**config.mk**
```make
export PLATFORM = sky130hd
export DESIGN_NAME = block_mapped_flash_translation_top
export DESIGN_NICKNAME = d
export VERILOG_FILES = /design/src/hw/rtl/bmft_pkg.sv /design/src/hw/rtl/block_mapped_flash_translation_top.sv /design/src/hw/rtl/bmft_ram.sv
export SDC_FILE = /design/constraint.sdc
export NUM_CORES = 2
export LEC_CHECK = 0
export BUFFER_PORTS_ARGS = -buffer_cell sky130_fd_sc_hd__clkbuf_2
export CAP_MARGIN = 10
export CELL_PAD_IN_SITES_DETAIL_PLACEMENT = 1
export CELL_PAD_IN_SITES_GLOBAL_PLACEMENT = 1
export CORE_UTILIZATION = 60
export DETAILED_ROUTE_END_ITERATION = 10
export PLACE_DENSITY = 0.88
export SETUP_SLACK_MARGIN = 0.5
export SLEW_MARGIN = 5
export SYNTH_ARGS = -nofsm -noshare
export SYNTH_HDL_FRONTEND = slang
export SYNTH_HIERARCHICAL = 1
export SYNTH_SLANG_ARGS = --single-unit
export TNS_END_PERCENT = 5
```
**constraint.sdc**
```tcl
create_clock -name clk -period 17.2 [get_ports clk]
set_input_delay 3.44 -clock clk [delete_from_list [all_inputs] [get_ports clk]]
set_output_delay 3.44 -clock clk [all_outputs]
set_load 0.03 [all_outputs]
```
**src/hw/rtl/bmft_pkg.sv**
```systemverilog
// Types and command codes of the block-mapped flash translation layer
package bmft_pkg;

  localparam logic [2:0] CMD_PROG  = 3'd0;
  localparam logic [2:0] CMD_COPY  = 3'd1;
  localparam logic [2:0] CMD_ERASE = 3'd2;
  localparam logic [2:0] CMD_READ  = 3'd3;
  localparam logic [2:0] CMD_MISS  = 3'd4;

  localparam logic FUNC_READ  = 1'b0;
  localparam logic FUNC_WRITE = 1'b1;

  typedef struct packed {
    logic       func;
    logic [7:0] sector_addr;
  } in_t;

  typedef struct packed {
    logic [2:0] cmd;
    logic [7:0] page_addr;
    logic [7:0] source_page;
    logic [4:0] erase_block;
    logic       last;
  } out_t;

endpackage

```
**src/hw/rtl/block_mapped_flash_translation_top.sv**
```systemverilog
// Block-mapped flash translation layer: sequencer around the map and page RAMs
//
// Each accepted item (start while busy is low) is a sector read or write; the
// block answers with flash commands, at most one per cycle, on out_valid/out_data,
// the final one flagged by last, and out_valid cannot be held off. The sequencer
// works through the page RAM port one page at a time, in a read state and a
// check state per page, when scanning: a read scans at most the fill count
// pages; an append write scans the filled pages, then programs; a write to a full
// block runs an invalidate scan, a copy scan and an erase sweep, and gives up to
// PAGES_IN_BLOCK + 1 commands. An out-of-range write gives no command. After
// reset a clearing pass over all PHYS_BLOCKS*PAGES_IN_BLOCK page entries runs
// with busy high.
module block_mapped_flash_translation_top
  import bmft_pkg::*;
#(
  parameter int PAGES_IN_BLOCK = 8,
  parameter int PHYS_BLOCKS    = 32
) (
  input  logic clk,
  input  logic rst_n,
  input  logic start,
  output logic busy,
  input  in_t  in_data,
  output logic out_valid,
  output out_t out_data
);

  localparam int DATA_BLOCKS = PHYS_BLOCKS - 1;
  localparam int TOTAL_PAGES = PHYS_BLOCKS * PAGES_IN_BLOCK;
  localparam int PW  = $clog2(PAGES_IN_BLOCK);
  localparam int BW  = $clog2(PHYS_BLOCKS);
  localparam int FW  = $clog2(PAGES_IN_BLOCK + 1);
  localparam int PAW = $clog2(TOTAL_PAGES);
  localparam int MW  = 1 + BW + FW;
  localparam int LW  = 8 - PW;

  localparam logic [3:0] S_CLR  = 4'd0;
  localparam logic [3:0] S_IDLE = 4'd1;
  localparam logic [3:0] S_MAP  = 4'd2;
  localparam logic [3:0] S_SRD  = 4'd3;
  localparam logic [3:0] S_SCHK = 4'd4;
  localparam logic [3:0] S_PROG = 4'd5;
  localparam logic [3:0] S_CRD  = 4'd6;
  localparam logic [3:0] S_CCHK = 4'd7;
  localparam logic [3:0] S_ERA  = 4'd8;

  logic [3:0]     state_r, state_nxt;
  logic           func_r, func_nxt;
  logic           inr_r, inr_nxt;
  logic [BW-1:0]  lb_r, lb_nxt;
  logic [PW-1:0]  tag_r, tag_nxt;
  logic [BW-1:0]  blk_r, blk_nxt;
  logic [FW-1:0]  fill_r, fill_nxt;
  logic           full_r, full_nxt;
  logic [FW-1:0]  lim_r, lim_nxt;
  logic [FW-1:0]  i_r, i_nxt;
  logic [FW-1:0]  n_r, n_nxt;
  logic [PAW-1:0] base_r, base_nxt;
  logic [PAW-1:0] dst_r, dst_nxt;
  logic [PAW-1:0] clr_r, clr_nxt;
  logic [BW-1:0]  spare_r, spare_nxt;
  logic           out_valid_r, out_valid_nxt;
  out_t           out_r, out_nxt;

  logic           mw_en;
  logic [BW-1:0]  mw_addr, mr_addr;
  logic [MW-1:0]  mw_data, mr_data;
  logic           pw_en;
  logic [PAW-1:0] pw_addr, pr_addr;
  logic [PW:0]    pw_data, pr_data;

  logic [LW-1:0]  in_lb;
  logic           m_used;
  logic [BW-1:0]  m_blk;
  logic [FW-1:0]  m_fill;
  logic           p_valid;
  logic [PW-1:0]  p_tag;
  logic [PAW-1:0] cur_page;

  bmft_ram #(.DEPTH(DATA_BLOCKS), .WIDTH(MW), .AW(BW)) u_map_ram (
    .clk(clk), .we(mw_en), .waddr(mw_addr), .wdata(mw_data),
    .raddr(mr_addr), .rdata(mr_data)
  );

  bmft_ram #(.DEPTH(TOTAL_PAGES), .WIDTH(PW + 1), .AW(PAW)) u_page_ram (
    .clk(clk), .we(pw_en), .waddr(pw_addr), .wdata(pw_data),
    .raddr(pr_addr), .rdata(pr_data)
  );

  assign in_lb    = in_data.sector_addr[7:PW];
  assign m_used   = mr_data[MW-1];
  assign m_blk    = mr_data[FW+BW-1:FW];
  assign m_fill   = mr_data[FW-1:0];
  assign p_valid  = pr_data[PW];
  assign p_tag    = pr_data[PW-1:0];
  assign cur_page = base_r + PAW'(i_r);

  always_comb begin
    state_nxt     = state_r;
    func_nxt      = func_r;
    inr_nxt       = inr_r;
    lb_nxt        = lb_r;
    tag_nxt       = tag_r;
    blk_nxt       = blk_r;
    fill_nxt      = fill_r;
    full_nxt      = full_r;
    lim_nxt       = lim_r;
    i_nxt         = i_r;
    n_nxt         = n_r;
    base_nxt      = base_r;
    dst_nxt       = dst_r;
    clr_nxt       = clr_r;
    spare_nxt     = spare_r;
    out_valid_nxt = 1'b0;
    out_nxt       = '0;
    mw_en         = 1'b0;
    mw_addr       = lb_r;
    mw_data       = '0;
    mr_addr       = lb_r;
    pw_en         = 1'b0;
    pw_addr       = cur_page;
    pw_data       = '0;
    pr_addr       = cur_page;

    case (state_r)
      S_CLR: begin
        pw_en   = 1'b1;
        pw_addr = clr_r;
        if (32'(clr_r) < DATA_BLOCKS) begin
          mw_en   = 1'b1;
          mw_addr = clr_r[BW-1:0];
        end
        if (32'(clr_r) == TOTAL_PAGES - 1) begin
          state_nxt = S_IDLE;
        end
        clr_nxt = clr_r + 1'b1;
      end
      S_IDLE: begin
        mr_addr = BW'(in_lb);
        if (start) begin
          func_nxt  = in_data.func;
          inr_nxt   = 32'(in_lb) < DATA_BLOCKS;
          lb_nxt    = BW'(in_lb);
          tag_nxt   = in_data.sector_addr[PW-1:0];
          state_nxt = S_MAP;
        end
      end
      S_MAP: begin
        // an unused entry maps the identity block with no pages yet
        blk_nxt  = m_used ? m_blk : lb_r;
        fill_nxt = m_used ? m_fill : '0;
        base_nxt = PAW'(32'(m_used ? m_blk : lb_r) * PAGES_IN_BLOCK);
        dst_nxt  = PAW'(32'(spare_r) * PAGES_IN_BLOCK);
        full_nxt = m_used && (32'(m_fill) >= PAGES_IN_BLOCK);
        i_nxt    = '0;
        if (func_r == FUNC_READ) begin
          lim_nxt = m_fill;
          if (!inr_r || !m_used || m_fill == '0) begin
            out_valid_nxt = 1'b1;
            out_nxt.cmd   = CMD_MISS;
            out_nxt.last  = 1'b1;
            state_nxt     = S_IDLE;
          end else begin
            state_nxt = S_SRD;
          end
        end else if (!inr_r) begin
          state_nxt = S_IDLE;
        end else if (m_used && (32'(m_fill) >= PAGES_IN_BLOCK)) begin
          lim_nxt   = FW'(PAGES_IN_BLOCK);
          state_nxt = S_SRD;
        end else begin
          lim_nxt   = m_used ? m_fill : '0;
          state_nxt = (m_used && m_fill != '0) ? S_SRD : S_PROG;
        end
      end
      S_SRD: begin
        state_nxt = S_SCHK;
      end
      S_SCHK: begin
        i_nxt     = i_r + 1'b1;
        state_nxt = S_SRD;
        if (func_r == FUNC_READ) begin
          if (p_valid && p_tag == tag_r) begin
            out_valid_nxt     = 1'b1;
            out_nxt.cmd       = CMD_READ;
            out_nxt.page_addr = 8'(cur_page);
            out_nxt.last      = 1'b1;
            state_nxt         = S_IDLE;
          end else if (i_r + 1'b1 == lim_r) begin
            out_valid_nxt = 1'b1;
            out_nxt.cmd   = CMD_MISS;
            out_nxt.last  = 1'b1;
            state_nxt     = S_IDLE;
          end
        end else begin
          // drop older copies of this sector
          if (p_valid && p_tag == tag_r) begin
            pw_en   = 1'b1;
            pw_data = {1'b0, tag_r};
          end
          if (i_r + 1'b1 == lim_r) begin
            state_nxt = S_PROG;
          end
        end
      end
      S_PROG: begin
        pw_en             = 1'b1;
        pw_data           = {1'b1, tag_r};
        out_valid_nxt     = 1'b1;
        out_nxt.cmd       = CMD_PROG;
        if (!full_r) begin
          pw_addr           = base_r + PAW'(fill_r);
          mw_en             = 1'b1;
          mw_data           = {1'b1, blk_r, fill_r + 1'b1};
          out_nxt.page_addr = 8'(base_r + PAW'(fill_r));
          out_nxt.last      = 1'b1;
          state_nxt         = S_IDLE;
        end else begin
          pw_addr           = dst_r;
          out_nxt.page_addr = 8'(dst_r);
          i_nxt             = '0;
          n_nxt             = FW'(1);
          state_nxt         = S_CRD;
        end
      end
      S_CRD: begin
        state_nxt = S_CCHK;
      end
      S_CCHK: begin
        if (p_valid && 32'(n_r) < PAGES_IN_BLOCK) begin
          pw_en               = 1'b1;
          pw_addr             = dst_r + PAW'(n_r);
          pw_data             = {1'b1, p_tag};
          out_valid_nxt       = 1'b1;
          out_nxt.cmd         = CMD_COPY;
          out_nxt.page_addr   = 8'(dst_r + PAW'(n_r));
          out_nxt.source_page = 8'(cur_page);
          n_nxt               = n_r + 1'b1;
        end
        i_nxt = i_r + 1'b1;
        if (32'(i_r) == PAGES_IN_BLOCK - 1) begin
          i_nxt     = '0;
          state_nxt = S_ERA;
        end else begin
          state_nxt = S_CRD;
        end
      end
      S_ERA: begin
        pw_en = 1'b1;
        i_nxt = i_r + 1'b1;
        if (32'(i_r) == PAGES_IN_BLOCK - 1) begin
          // swap the old block and the spare
          mw_en               = 1'b1;
          mw_data             = {1'b1, spare_r, n_r};
          spare_nxt           = blk_r;
          out_valid_nxt       = 1'b1;
          out_nxt.cmd         = CMD_ERASE;
          out_nxt.erase_block = 5'(blk_r);
          out_nxt.last        = 1'b1;
          state_nxt           = S_IDLE;
        end
      end
      default: begin
        state_nxt = S_IDLE;
      end
    endcase
  end

  always_ff @(posedge clk) begin
    if (!rst_n) begin
      state_r     <= S_CLR;
      clr_r       <= '0;
      spare_r     <= BW'(PHYS_BLOCKS - 1);
      out_valid_r <= 1'b0;
    end else begin
      state_r     <= state_nxt;
      clr_r       <= clr_nxt;
      spare_r     <= spare_nxt;
      out_valid_r <= out_valid_nxt;
    end
  end

  always_ff @(posedge clk) begin
    func_r <= func_nxt;
    inr_r  <= inr_nxt;
    lb_r   <= lb_nxt;
    tag_r  <= tag_nxt;
    blk_r  <= blk_nxt;
    fill_r <= fill_nxt;
    full_r <= full_nxt;
    lim_r  <= lim_nxt;
    i_r    <= i_nxt;
    n_r    <= n_nxt;
    base_r <= base_nxt;
    dst_r  <= dst_nxt;
    out_r  <= out_nxt;
  end

  assign busy      = (state_r != S_IDLE);
  assign out_valid = out_valid_r;
  assign out_data  = out_r;

endmodule

```
**src/hw/rtl/bmft_ram.sv**
```systemverilog
// Generic single-write, single-read synchronous RAM with registered read
module bmft_ram #(
  parameter int DEPTH = 32,
  parameter int WIDTH = 8,
  parameter int AW    = (DEPTH > 1) ? $clog2(DEPTH) : 1
) (
  input  logic             clk,
  input  logic             we,
  input  logic [AW-1:0]    waddr,
  input  logic [WIDTH-1:0] wdata,
  input  logic [AW-1:0]    raddr,
  output logic [WIDTH-1:0] rdata
);

  logic [WIDTH-1:0] mem [DEPTH];

  always_ff @(posedge clk) begin
    if (we) begin
      mem[waddr] <= wdata;
    end
    rdata <= mem[raddr];
  end

endmodule

```
# Word-level counts from Yosys, hierarchy flattened
# Memory sizes are Yosys's and may differ from the RTL's. A register that Yosys moved wholly into a read port is not among the register bits.
# Index checks and enable logic that the tools add are counted.
word_totals:
  input_bits: 12
  n_memories: 2
  mem_bits_rw: 1334
  out_inout_bits: 27
  word_cells: 145
  reg_bits: 85
classes:
  n_mux: 70
  n_lt_le_gt_ge: 4
  eq_ne: 19
  add_sub_neg: 7
  n_reduce_logical: 22
mem_list:
  columns: ["name", "depth", "word_bits", "rd", "rd_clocked_by_memory_dff", "write_ports", "line_no", "source"]
  rows:
  - ["u_page_ram.mem", 256, 4, 1, 1, 1, "bmft_ram.sv:15", "logic [WIDTH-1:0] mem [DEPTH];"]
  - ["u_map_ram.mem", 31, 10, 1, 1, 1, "bmft_ram.sv:15", null]
op_table:
  columns: ["op", "n"]
  rows:
  - ["4-bit 2-to-1 mux", 15]
  - ["8-bit case mux with 3 select lines", 2]
  - ["4-bit case mux with 9 select lines", 1]
  - ["3-bit 2-to-1 mux", 11]
  - ["5-bit 2-to-1 mux", 5]
  - ["8-bit by 4-bit adder with 8-bit output", 3]
  - ["8-bit 2-to-1 mux", 3]
  - ["4-bit by 3-bit equality test with 1-bit output, second input constant", 5]
  - ["10-bit 2-to-1 mux", 2]
  - ["10-bit case mux with 2 select lines", 1]
  - ["17-bit 2-to-1 mux", 1]
  - ["1-bit 2-to-1 mux", 16]
  - ["4-bit case mux with 4 select lines", 1]
  - ["4-bit by 1-bit adder with 4-bit output, second input constant", 3]
  - ["3-bit case mux with 4 select lines", 1]
  - ["4-bit case mux with 3 select lines", 1]
  - ["11-bit 2-to-1 mux", 1]
  - ["2-bit != test, second input constant", 5]
  - ["2-bit AND reduction", 5]
  - ["8-bit by 1-bit adder with 8-bit output, second input constant", 1]
  - ["4-bit by 2-bit equality test with 1-bit output, second input constant", 2]
  - ["8-bit equality test, second input constant", 1]
  - ["4-bit zero test", 2]
  - ["8-bit by 5-bit less-than comparator with 1-bit output, second input constant", 1]
  - ["22 further kinds", 33]

# Longest topological paths before layout
logic_depth:
  depth_word: 7
  mapped_depth: 13

# Modules after synthesis
# The synthesis kept the hierarchy.
modules_own_cells:
  columns: ["module", "n_inst", "cells_each", "area_each_um2"]
  rows:
  - ["bmft_ram at u_page_ram", 1, 2051, 40675.3]
  - ["bmft_ram at u_map_ram", 1, 645, 12414.4]
  - ["block_mapped_flash_translation_top", 1, 374, 3947.5]

# Worst setup path after synthesis
# No wires, ideal clock.
synth_timing:
  path_type: "register to register"
  startpoint: "register state_r[2]"
  endpoint: "memory u_page_ram/mem[234][0] (netlist name) (enable)"
  setup_time_ns: 0.330
  n_path_buf: 4
  required_ns: 16.870
  t_arrival_ns: 9.053
  period_less_slack_ns: 9.383
  stages_incl_launch_ff: 11
  path_slack_ns: 7.817
  cell_sequence: "dfxtp_1 > nor2b_1 > buf_2 > nand2_1 > a21oi_1 > a21o_1 > clkbuf_1 > buf_1 > nand3_1 > clkbuf_1 > nor2_1"
synth_via:
  elab_chain_len: 5
  elab_cells_between_ends: 10
synth_lines:
  columns: ["element", "line_no", "source"]
  rows:
  - ["from (decl)", "block_mapped_flash_translation_top.sv:47", "logic [3:0] state_r, state_nxt;"]
  - ["from (signal assigned)", "block_mapped_flash_translation_top.sv:276", "state_r <= state_nxt;"]
  - ["4-bit equality test, or another cell as far along", "block_mapped_flash_translation_top.sv:125", "case (state_r)"]
  - ["3-bit OR reduction (no source line)", null, null]
  - ["1-bit case mux with 3 select lines *", "block_mapped_flash_translation_top.sv:125", null]
  - ["net pw_en", "block_mapped_flash_translation_top.sv:68", "logic pw_en;"]
  - ["1-bit 2-to-1 mux *", "bmft_ram.sv:18", "if (we) begin"]
  - ["1-bit 2-to-1 mux (not written as such) *", "bmft_ram.sv:19", "mem[waddr] <= wdata;"]
  - ["to (decl)", "bmft_ram.sv:15", null]
# The timed path passes the listed nets; every way through them passes the cells marked *.

# Worst setup path in the final report
layout_timing:
  startpoint: "register state_r[2]"
  endpoint: "memory u_page_ram/mem[90][0] (netlist name) (enable)"
layout_via:
  elab_cells_between_ends: 10
layout_rtl:
  columns: ["element", "line_no", "source"]
  rows:
  - ["4-bit by 3-bit equality test with 1-bit output or 4-bit zero test (tied branches)", "block_mapped_flash_translation_top.sv:125", null]
  - ["8-bit case mux with 3 select lines *", "block_mapped_flash_translation_top.sv:125", null]
  - ["net pw_addr[3]", "block_mapped_flash_translation_top.sv:69", "logic [PAW-1:0] pw_addr, pr_addr;"]
# Marks and branches as above.

==> results_dict.tcl <==
set metrics [dict create \
    cts_tree "built" \
    drtIter0Drc 4923 \
    power_mw 6.88 \
    tightest_slew_ns 1.39 \
    synth_cell_types 73 \
    numPortBuffers 38 \
    die_w_um 310 \
    switchingPower_mw 1.41 \
    diodes 0 \
    powerDensity_mw_per_mm2 110 \
    r2r_cells 8 \
    fmax_mhz 159 \
    htreeDepth 4 \
    worst_setup_path_end_kind "flip-flop" \
    clockPowerShare 0.444 \
    layout-drive-gt1-share 0.192 \
    post_cts_buffers 0 \
    p_comb_frac 0.008 \
    worst-path-max-fanout 16 \
    swShare 0.206 \
    post_drt_wl_per_cell_um 38.0 \
    coreArea_mm2 0.0937 \
    clock_sinks 1428 \
    drt-vias-per-instance 7.37 \
    yosys-top-cells-area "edfxtp_1 72%, mux4_2 11%, mux2i_1 2.5%, nor2_1 2.2%, dfxtp_1 2.0%" \
    cts.clk_slew.worst_paths_ns 0.07 \
    synthArstFlopShare 0 \
    yosysMostFrequentCell "edfxtp_1" \
    max-vdd-ir-drop_v 0.0000954 \
    yosys.area.top_type "edfxtp_1" \
    rsz0062_at_grt "false" \
    avgSynthCellArea_um2 18.6 \
    setup_viol 0 \
    grt_pass1_wl_mm 244 \
    routabilityCongestion 0.875 \
    areaGrowthSynthToFinish_pct 9.98 \
    clock_path_buffers 3 \
    r2r_slack_ns 10.90 \
    cts-resized-gates 0 \
    totalWireLength_mm 170 \
    final_period_minus_worst_setup_slack_ns 6.30 \
    netlist_instances 3070 \
    arrival_ns 6.68 \
    ant_nets 0 \
    drc 0 \
    cp.required_ns 17.58 \
    fin_tns_setup_ns 0 \
    synth_warnings 6 \
    synth_nets 3092 \
    firstDrtPassIters 6 \
    ys_ff_latch 1428 \
    synth_top_area_share 0.722 \
    hp-class "flip-flop to flip-flop" \
    leakage_nw 19.8 \
    grt_overflow 0 \
    utilization 0.669 \
    sequentialPowerShare 0.548 \
    root_buffer "clkbuf_16" \
    synth_commonest_cells "1371 x edfxtp_1, 335 x nor2_1, 283 x mux4_2, 144 x mux2i_1, 91 x nand2_1" \
    synth_ff_type "edfxtp_1" \
    fin_skew_ns 0.0346 \
    insertion_delay_ns 0.77 \
    hold_viol 0 \
    synth-edff-count 1371 \
    p_int_mw 5.47 \
    min_from "spare_r[1]" \
    rr_endpoint "u_page_ram/mem[90][0]" \
    start_kind "flip-flop" \
    cts_buffers 142 \
    grt_usage 0.358 \
    io_pins 39 \
    yosysSeqAreaShare 0.742 \
    hold_end "dst_r[4]" \
    antenna_found_initial 3 \
    r2r_start "state_r[2]" \
    hold_buffers 0 \
    vias 33000 \
    post-route-period-util 0.366 \
    dieArea_mm2 0.0963 \
    relSlewSlack 0.0477 \
    dpl-instance-area_mm2 0.0582 \
    detailed_place_hpwl_mm 92.1 \
    drv_slew 0 \
    grt_max_degree 259 \
    netlist_area_mm2 0.0570 \
    start_util 0.608 \
    rows 112 \
    final_area_mm2 0.0627 \
    hold_depth 0 \
    fillers 7412 \
    nets 3142 \
    grt_pass1_vias 33900 \
    max_cap_viol_count 0 \
    die_y_um 310 \
    hold_ws_ns 0.486 \
    status "finished clean" \
    crit_type "flip-flop to flip-flop" \
]
[logic make-up (layout without fill, tap and decap cells)]
group,Yosys count,in the layout,synth area share
AOI/OAI and AO/OA,271,271,0.0336
xor gates and xnor gates,26,26,0.00399
adders and majority gates,10,10,0.00219
buffers and inverters,191,345,0.0183
DFF,1428,1428,0.742
muxes,455,455,0.144
and+or+nand+nor,689,689,0.0565
[worst max path at each step]
stage	start	end	cells after the start
finish	state_r[2]	u_page_ram/mem[90][0]	8
global route	state_r[0]	busy	4
CTS	state_r[0]	busy	4
detailed placement	in_data[3]	u_map_ram/rdata[5]	7
global placement	in_data[3]	u_map_ram/rdata[7]	7
floorplan	state_r[2]	u_page_ram/mem[234][0]	10
[cells in the final DEF, fill, tap and decap left out, types with 39 or more instances in the layout]
cell type     n
mux4_2      283
nand3_1      73
nor2_1      335
mux2i_1     144
edfxtp_1   1371
nor2b_1      41
nand2_1      91
clkbuf_16   146
a22oi_1      72
dfxtp_1      57
buf_4        39
[power by group through the flow]
| stage | Clock (mW) | Sequential (mW) | Combinational (mW) |
|---|---|---|---|
| after floorplan | 0 | 3.84 | 0.0251 |
| after global placement | 0 | 3.85 | 0.0455 |
| after detailed placement | 0 | 3.85 | 0.0488 |
| after CTS | 3.07 | 3.77 | 0.0513 |
| after global routing | 3.16 | 3.77 | 0.0541 |
| final | 3.05 | 3.77 | 0.0550 |
[critical path, cell delays in order (launching register included)]
cell     delay, ns
dfxtp_1       0.76
nor2b_1       0.80
nand3_1       0.45
nor2_4        0.41
a21oi_1       0.20
nand3_1       0.51
nor2b_1       0.91
nand3_2       1.05
nor2_1        0.80
[sequential cells by signal (all words and copies together) (netlist names), 3 cells and up]
register          flops
state_r               4
lim_r                 4
u_page_ram/mem     1024
spare_r               5
i_r                   4
lb_r                  5
fill_r                4
u_map_ram/rdata      10
dst_r                 5
tag_r                 3
u_map_ram/mem       310
n_r                   4
blk_r                 5
u_page_ram/rdata      4
clr_r                 8
out_data             25
[final cells by class]
type | instances | area (um2) | share of cell area
clock buffers | 171 | 3770 | 0.0601
flip-flops and latches | 1428 | 42300 | 0.674
clock inverters | 77 | 666 | 0.0106
multi-input cells | 1451 | 13800 | 0.220
inverters | 14 | 52.6 | 0.000838
well taps | 1254 | 1570 | 0.0250
repair buffers | 83 | 577 | 0.00920
[metrics by stage]
step                std cells  setup WS [ns]
CTS                      4474          10.97
floorplan                3070           7.82
finish                   4478          10.90
global placement         4226          11.10
detailed placement       4226          10.91
global route             4478          10.89
[layer usage]
layer / wire (um) / track usage / vias to the layer above
met5: 16 / 0 / -
met1: 57700 / 0.446 / 17000
li1: - / - / 12500
met2: 83400 / 0.587 / 2793
met4: 12500 / 0.219 / 2
met3: 16700 / 0.0687 / 753
Note: power is estimated with default switching activity, not from simulation.
